[config.mk]
export PLATFORM = sky130hd
export DESIGN_NAME = keyboard_layer_remapper
export DESIGN_NICKNAME = d
export VERILOG_FILES = /design/src/hdl/klr_pkg.sv /design/src/hdl/klr_decode.sv /design/src/hdl/klr_emit.sv /design/src/hdl/keyboard_layer_remapper.sv
export SDC_FILE = /design/constraint.sdc
export NUM_CORES = 1
export LEC_CHECK = 0
export ABC_AREA = 1
export ABC_CLOCK_PERIOD_IN_PS = 3100
export BUFFER_PORTS_ARGS = -buffer_cell sky130_fd_sc_hd__buf_4
export CORE_MARGIN = 2
export CORE_UTILIZATION = 40
export DETAILED_ROUTE_END_ITERATION = 10
export GPL_TIMING_DRIVEN = 0
export PLACE_DENSITY_LB_ADDON = 0.15
export SKIP_LAST_GASP = 1
export SLEW_MARGIN = 20
export SYNTH_ARGS = -nofsm -noshare
export SYNTH_HDL_FRONTEND = slang
export SYNTH_SLANG_ARGS = --single-unit
[constraint.sdc]
create_clock -name clk -period 3.1 [get_ports clk]
set_input_delay 0.62 -clock clk [delete_from_list [all_inputs] [get_ports clk]]
set_output_delay 0.62 -clock clk [all_outputs]
set_load 0.02 [all_outputs]
[src/hdl/klr_pkg.sv]
// Shared types, key codes and the layer-two remap table for the keyboard layer remapper.
// No dependencies.
`timescale 1ns / 1ps

package klr_pkg;

	localparam logic [7:0]  KEY_SPACE      = 8'h20;
	localparam logic [7:0]  KEY_BACKSPACE  = 8'h08;
	localparam logic [15:0] WINDOW_RESET   = 16'd200;

	// Index of the final result within a run
	localparam logic [1:0]  LAST_IDX_PASS  = 2'd0;
	localparam logic [1:0]  LAST_IDX_MAP   = 2'd1;
	localparam logic [1:0]  LAST_IDX_TAP   = 2'd3;

	typedef enum logic [1:0] {
		RUN_PASS = 2'd0,
		RUN_MAP  = 2'd1,
		RUN_TAP  = 2'd2
	} run_kind_t;

	// One decoded run of results for a single key request
	typedef struct packed {
		run_kind_t  kind;
		logic [7:0] code;
		logic [1:0] last_idx;
		logic       layer;
	} run_t;

	typedef struct packed {
		logic       hit;
		logic [7:0] code;
	} map_hit_t;

	function automatic map_hit_t map_lookup(input logic [7:0] key);
		map_hit_t r;
		r.hit  = 1'b1;
		r.code = 8'h00;
		unique case (key)
			8'h41:   r.code = 8'h28;
			8'h53:   r.code = 8'h25;
			8'h44:   r.code = 8'h26;
			8'h46:   r.code = 8'h27;
			8'h4A:   r.code = 8'h24;
			8'h4B:   r.code = 8'h23;
			8'h4C:   r.code = 8'h0D;
			8'hBA:   r.code = 8'h08;
			8'hC0:   r.code = 8'h08;
			default: r.hit  = 1'b0;
		endcase
		return r;
	endfunction

endpackage

[src/hdl/klr_decode.sv]
// Classifies a key request against the layer state and holds that state.
// Depends on klr_pkg.
`timescale 1ns / 1ps

module klr_decode import klr_pkg::*; (
	input  logic        clk,
	input  logic        arst_n,
	input  logic [15:0] window_ms,
	input  logic [7:0]  key_code,
	input  logic        is_release,
	input  logic [31:0] now_ms,
	input  logic        load,
	output run_t        run
);

	logic        layer_q;
	logic [31:0] last_space_q;
	logic [31:0] diff;
	logic        space_rel;
	logic        toggle;
	logic        store_time;
	map_hit_t    hit;

	assign space_rel  = is_release && (key_code == KEY_SPACE);
	assign diff       = now_ms - last_space_q;
	assign toggle     = space_rel && (diff < {16'd0, window_ms});
	assign store_time = space_rel && !toggle;
	assign hit        = map_lookup(key_code);

	always_comb begin
		run.kind     = RUN_PASS;
		run.code     = 8'h00;
		run.last_idx = LAST_IDX_PASS;
		run.layer    = layer_q ^ toggle;
		if (toggle) begin
			run.kind     = RUN_TAP;
			run.code     = KEY_BACKSPACE;
			run.last_idx = LAST_IDX_TAP;
		end else if (!space_rel && layer_q && !is_release && hit.hit) begin
			run.kind     = RUN_MAP;
			run.code     = hit.code;
			run.last_idx = LAST_IDX_MAP;
		end
	end

	always_ff @(posedge clk or negedge arst_n) begin
		if (!arst_n) begin
			layer_q      <= 1'b0;
			last_space_q <= 32'd0;
		end else if (load) begin
			layer_q <= layer_q ^ toggle;
			if (store_time) begin
				last_space_q <= now_ms;
			end
		end
	end

endmodule

[src/hdl/klr_emit.sv]
// Holds one decoded run and steps through its results on the output channel.
// Depends on klr_pkg.
`timescale 1ns / 1ps

module klr_emit import klr_pkg::*; (
	input  logic       clk,
	input  logic       arst_n,
	input  logic       run_valid,
	input  run_t       run_in,
	output logic       run_load,
	output logic       out_valid,
	input  logic       out_ready,
	output logic       action,
	output logic [7:0] out_key_code,
	output logic       out_release,
	output logic       second_layer,
	output logic       last_of_run
);

	run_t       run_q;
	logic [1:0] idx_q;
	logic       busy_q;
	logic       take;
	logic       done;

	assign take     = busy_q && out_ready;
	assign done     = take && (idx_q == run_q.last_idx);
	assign run_load = run_valid && (!busy_q || done);

	always_ff @(posedge clk or negedge arst_n) begin
		if (!arst_n) begin
			busy_q <= 1'b0;
			idx_q  <= 2'd0;
		end else if (run_load) begin
			busy_q <= 1'b1;
			idx_q  <= 2'd0;
		end else if (done) begin
			busy_q <= 1'b0;
			idx_q  <= 2'd0;
		end else if (take) begin
			idx_q <= idx_q + 2'd1;
		end
	end

	always_ff @(posedge clk) begin
		if (run_load) begin
			run_q <= run_in;
		end
	end

	assign out_valid    = busy_q;
	assign action       = (run_q.kind != RUN_PASS);
	assign out_key_code = action ? run_q.code : 8'h00;
	assign out_release  = action && idx_q[0];
	assign second_layer = run_q.layer;
	assign last_of_run  = (idx_q == run_q.last_idx);

endmodule

[src/hdl/keyboard_layer_remapper.sv]
// An accepted request passes the input register and then the run register before its
// first result shows; a stalled output channel can hold it in the input register.
// One request per cycle for single-result requests while the receiver takes every result;
// a run holds the output register until its last result is taken, and has at most four.
// Reset (arst_n low, asynchronous): layer 1, last space release time 0, window 200 ms,
// both channels empty. Top level; uses klr_pkg, klr_decode and klr_emit.
`timescale 1ns / 1ps

module keyboard_layer_remapper import klr_pkg::*; (
	input  logic        clk,
	input  logic        arst_n,
	input  logic        cfg_wr_en,
	input  logic [15:0] cfg_wr_data,
	input  logic        in_valid,
	output logic        in_ready,
	input  logic [7:0]  key_code,
	input  logic        is_release,
	input  logic [31:0] now_ms,
	output logic        out_valid,
	input  logic        out_ready,
	output logic        action,
	output logic [7:0]  out_key_code,
	output logic        out_release,
	output logic        second_layer,
	output logic        last_of_run
);

	logic [15:0] window_q;

	// Input register: one request waits here while the current run drains
	logic        valid_s1;
	logic [7:0]  key_code_s1;
	logic        is_release_s1;
	logic [31:0] now_ms_s1;

	run_t        run;
	logic        run_load;

	// Window register: the user must write it only while idle, so no hazard with decode; not enforced here
	always_ff @(posedge clk or negedge arst_n) begin
		if (!arst_n) begin
			window_q <= WINDOW_RESET;
		end else if (cfg_wr_en) begin
			window_q <= cfg_wr_data;
		end
	end

	// Accept a new request whenever the input register is empty or moves on
	assign in_ready = !valid_s1 || run_load;

	always_ff @(posedge clk or negedge arst_n) begin
		if (!arst_n) begin
			valid_s1 <= 1'b0;
		end else if (in_ready) begin
			valid_s1 <= in_valid;
		end
	end

	// Payload: hold while stalled
	always_ff @(posedge clk) begin
		if (in_ready && in_valid) begin
			key_code_s1   <= key_code;
			is_release_s1 <= is_release;
			now_ms_s1     <= now_ms;
		end
	end

	// Decode against the current layer state; state advances when the run loads
	klr_decode u_decode (
		.clk        (clk),
		.arst_n     (arst_n),
		.window_ms  (window_q),
		.key_code   (key_code_s1),
		.is_release (is_release_s1),
		.now_ms     (now_ms_s1),
		.load       (run_load),
		.run        (run)
	);

	// Run register and result sequencer; a new run loads as the last result leaves
	klr_emit u_emit (
		.clk          (clk),
		.arst_n       (arst_n),
		.run_valid    (valid_s1),
		.run_in       (run),
		.run_load     (run_load),
		.out_valid    (out_valid),
		.out_ready    (out_ready),
		.action       (action),
		.out_key_code (out_key_code),
		.out_release  (out_release),
		.second_layer (second_layer),
		.last_of_run  (last_of_run)
	);

endmodule

==> reports/results.ini <==
[setup_path]
critical_path.reg2reg.startpoint = now_ms_s1[2]
worst-path-max-fanout = 6
r2r-end = u_decode.last_space_q[5]
critical_path.endpoint = u_decode.last_space_q[5]
required_ns = 3.35
worstSetupPathDepth = 21
timing.setup.critical_path_class = reg -> reg
rrSetupSlack_ns = -0.03
critPathSlowestCell = sky130_fd_sc_hd__edfxtp_1
critical_path.endpoint_type = register
critical_path_cell_by_cell = ha_4 -> nand2_2 -> nand2_2 -> inv_2 -> nand2_4 -> nand2_4 -> nand2_4 -> buf_6 -> nand2_2 -> nand2_2 -> xor2_1 -> ha_1 -> buf_4 -> a21oi_2 -> o221ai_2 -> a21oi_2 -> nand2_2 -> buf_4 -> nand3_4 -> clkbuf_16 -> o21ai_2
worst_r2r_path_depth = 21
worst_path_largest_cell_delay_ns = 0.45
worstSetupStartpoint = now_ms_s1[2]
cp.buffers_inverters = 5
most_prevalent_standard_cell_on_the_critical_path = sky130_fd_sc_hd__nand2_2
cp.arrival_ns = 3.39
dominant_delay_contributor_by_cell_family_on_the_critical_path = simple AND/OR/NAND/NOR gates
startpoint_class_of_the_critical_path = register

[die]
die_x_um = 138.1
die-area_sq_mm = 0.01908
chipHeight_um = 138.1
floorplan.rows = 49
core_region_area_sq_mm = 0.01778
start_util = 0.4048
num_io_pins = 76

[sta]
slew_violations = 0
final-hold-violation-count = 0
fin_worst_skew_ns = 0.007875
finalSetupViolations = 18
worst-slew-pin-transition_ns = 0.8493
final.setup.worst_slack_ns = -0.03242
fmaxAchievable_mhz = 319.2
share_of_the_clock_period_used_by_the_worst_path = 1.010
timing.max_slew.rel_slack = 0.4332
rsz_0062_raised_after_global_routing = yes
finalCriticalPeriod_ns = 3.132
tns_ns = -0.2810

[clock_tree]
clk_pin_slew_worst_paths_ns = 0.07
clock_tree.root_cell = sky130_fd_sc_hd__clkbuf_16
clk-insertion-delay-late_ns = 0.36
numClockSinks = 103
ctsHoldBuffers = 0
clockBufferDepth = 2
cts-htree-levels = 3
tritoncts = yes
numCtsBuffers = 9

[placed_design]
dp_hpwl_um = 12830
place_inst = 1308
gp_routability_congestion = 0.8890
port-buffer-count = 72

[routing]
detail-route-antenna-nets = 0
wl_per_cell_um = 12.63
wl_um = 17170
route.detailed.drc = 0
drt_iter0_markers = 315
via_count = 6171
vias_per_cell = 4.538
drt-pass1-iter-count = 5

[final_layout]
num_antenna_cells = 0
finalNetCount = 1235
layout-area-overhead-vs-synth_pct = 28.18
stdcell_count = 1360
final_layout_size_suffix_gt1_frac = 0.2449

[grt]
grt_pass1_vias = 5909
grt_util_all_layers = 0.1821
antenna_found_initial = 0
grt_overflow = 0
grt_pass1_wl_um = 28100
grt_max_degree = 54

[power]
vdd_drop_max_v = 0.0006788
p_leak_uw = 0.004791
power_density_mw_per_mm2 = 600.5

[logic_synthesis]
synth_area_per_cell_sq_um = 7.168
netlist-cell-type-count = 40
synth-seq-area-share = 0.3934
number_of_synthesized_register_bits = 103
syn-cell-area_sq_mm = 0.007197
netlist_instances = 1004
synth.yosys.warnings = 0

[flow_run]
cap_violations = 0

[run_status]
outcome = finished, violations left
failed_checks = setup timing

[min_path]
hold_class = in -> async

## cell families after synthesis
group	share of synthesized area
and+or+nand+nor	0.2841
DFF	0.3934
AOI/OAI and AO/OA	0.07719
xor gates and xnor gates	0.02069
buffers and inverters	0.1398
adders and majority gates	0.08275
other	0.0005211
muxes	0.001565
## final cells by class
type / count / area [sq um]
fillers: 1758 / 8554
multi-input cells: 652 / 3869
flip-flops and latches: 103 / 2831
repair buffers: 108 / 907.1
inverters: 240 / 900.9
well taps: 229 / 286.5
clock buffers: 12 / 246.5
plain buffers: 12 / 153.9
clock inverters: 4 / 30.03
## power breakdown
group	leakage, uW	switching, uW	internal (uW)	total [uW]
Clock	0.000133	522	571	1090
Sequential	0.00116	143	1710	1850
Combinational	0.00350	1550	1040	2590
## sequential cells by signal, summed over array words and instances, names as in the netlist
name / count
u_emit.out_valid: 1
u_emit.run_q: 8
is_release_s1: 1
now_ms_s1: 32
window_q: 16
u_emit.second_layer: 1
u_decode.last_space_q: 32
u_decode.layer_q: 1
u_emit.idx_q: 2
key_code_s1: 8
valid_s1: 1
## repair_timing
| item | 4_1_cts | 5_1_grt |
|---|---|---|
| cloned | 2 | 2 |
| setup buffers | 16 | 16 |
| endpoints found under the setup margin | 37 | 37 |
| pin swaps | 10 | 28 |
| resized for setup | 56 | 75 |
## synth_stat cells (all sizes together)
library cell  number  area share
a211oi             1      0.0010
a21o               1      0.0010
a21oi             26       0.018
a31oi              3      0.0026
and2               2      0.0017
and3               1     0.00087
buf                9       0.013
clkbuf             3      0.0016
conb               1     0.00052
dfrtp             50        0.17
dfstp              3       0.011
edfxtp            50        0.21
fa                 1      0.0028
ha                46       0.080
inv              240        0.13
mux2               1      0.0016
nand2            350        0.19
nand3             37       0.028
nand3b             2      0.0021
nand4             12       0.010
nor2              81       0.044
nor3               8      0.0063
nor4               3      0.0026
o21a               1      0.0010
o21ai             51       0.050
o21bai             2      0.0021
o221ai             1      0.0012
or2                1     0.00087
xnor2              1      0.0012
xor2              16       0.019
## placed cells by master, fill, tap and decap left out, types with 4 or more instances in the layout
cell type / instances
sky130_fd_sc_hd__nand4_1: 12
sky130_fd_sc_hd__clkbuf_1: 5
sky130_fd_sc_hd__nand3_4: 4
sky130_fd_sc_hd__o21ai_0: 18
sky130_fd_sc_hd__nor2_4: 4
sky130_fd_sc_hd__nand2_1: 296
sky130_fd_sc_hd__inv_2: 14
sky130_fd_sc_hd__nor2_1: 70
sky130_fd_sc_hd__o21ai_2: 30
sky130_fd_sc_hd__nand3_1: 32
sky130_fd_sc_hd__inv_1: 226
sky130_fd_sc_hd__ha_1: 32
sky130_fd_sc_hd__nor2_2: 7
sky130_fd_sc_hd__clkbuf_16: 11
sky130_fd_sc_hd__ha_4: 14
sky130_fd_sc_hd__nand2_4: 14
sky130_fd_sc_hd__a21oi_1: 22
sky130_fd_sc_hd__nand2_2: 40
sky130_fd_sc_hd__edfxtp_1: 50
sky130_fd_sc_hd__buf_12: 9
sky130_fd_sc_hd__dfrtp_1: 50
sky130_fd_sc_hd__buf_4: 104
sky130_fd_sc_hd__nor3_1: 6
sky130_fd_sc_hd__xor2_1: 13
## through the flow
stage / instance area (sq um) / util / power [uW] / hold slack [ns] / setup WS [ns]
final: 9225 / 0.5189 / 5540 / 0.3107 / -0.03242
after global routing: 9225 / 0.5189 / 6010 / 0.3732 / -0.2017
after CTS: 8791 / 0.4944 / 5397 / 0.3393 / -0.02628
after detailed placement: 8051 / 0.4529 / 4028 / 0.4677 / -0.3350
after global placement: 8031 / 0.4517 / 3984 / 0.4655 / -0.3277
after floorplan: 7204 / - / 3396 / 0.3244 / 0.1868
## per-layer routing
layer,share of wire,up-vias,global-route usage
li1,-,3299,-
met1,0.47,2756,0.2417
met2,0.47,98,0.3004
met3,0.041,18,0.03533
met4,0.017,0,0.06015
met5,0,-,0
## how the worst min path moves through the flow
stage | slack [ns] | endpoint | cells past startpoint | startpoint
after floorplan | 0.32 | u_decode.last_space_q[0] | 0 | arst_n
after global placement | 0.47 | u_decode.last_space_q[17] | 2 | u_decode.last_space_q[17]
after detailed placement | 0.47 | u_decode.last_space_q[14] | 2 | u_decode.last_space_q[14]
after CTS | 0.34 | u_decode.last_space_q[4] | 1 | arst_n
after global routing | 0.37 | u_decode.last_space_q[4] | 1 | arst_n
final | 0.31 | u_decode.last_space_q[4] | 1 | arst_n
(Power assumes the default switching activity.)
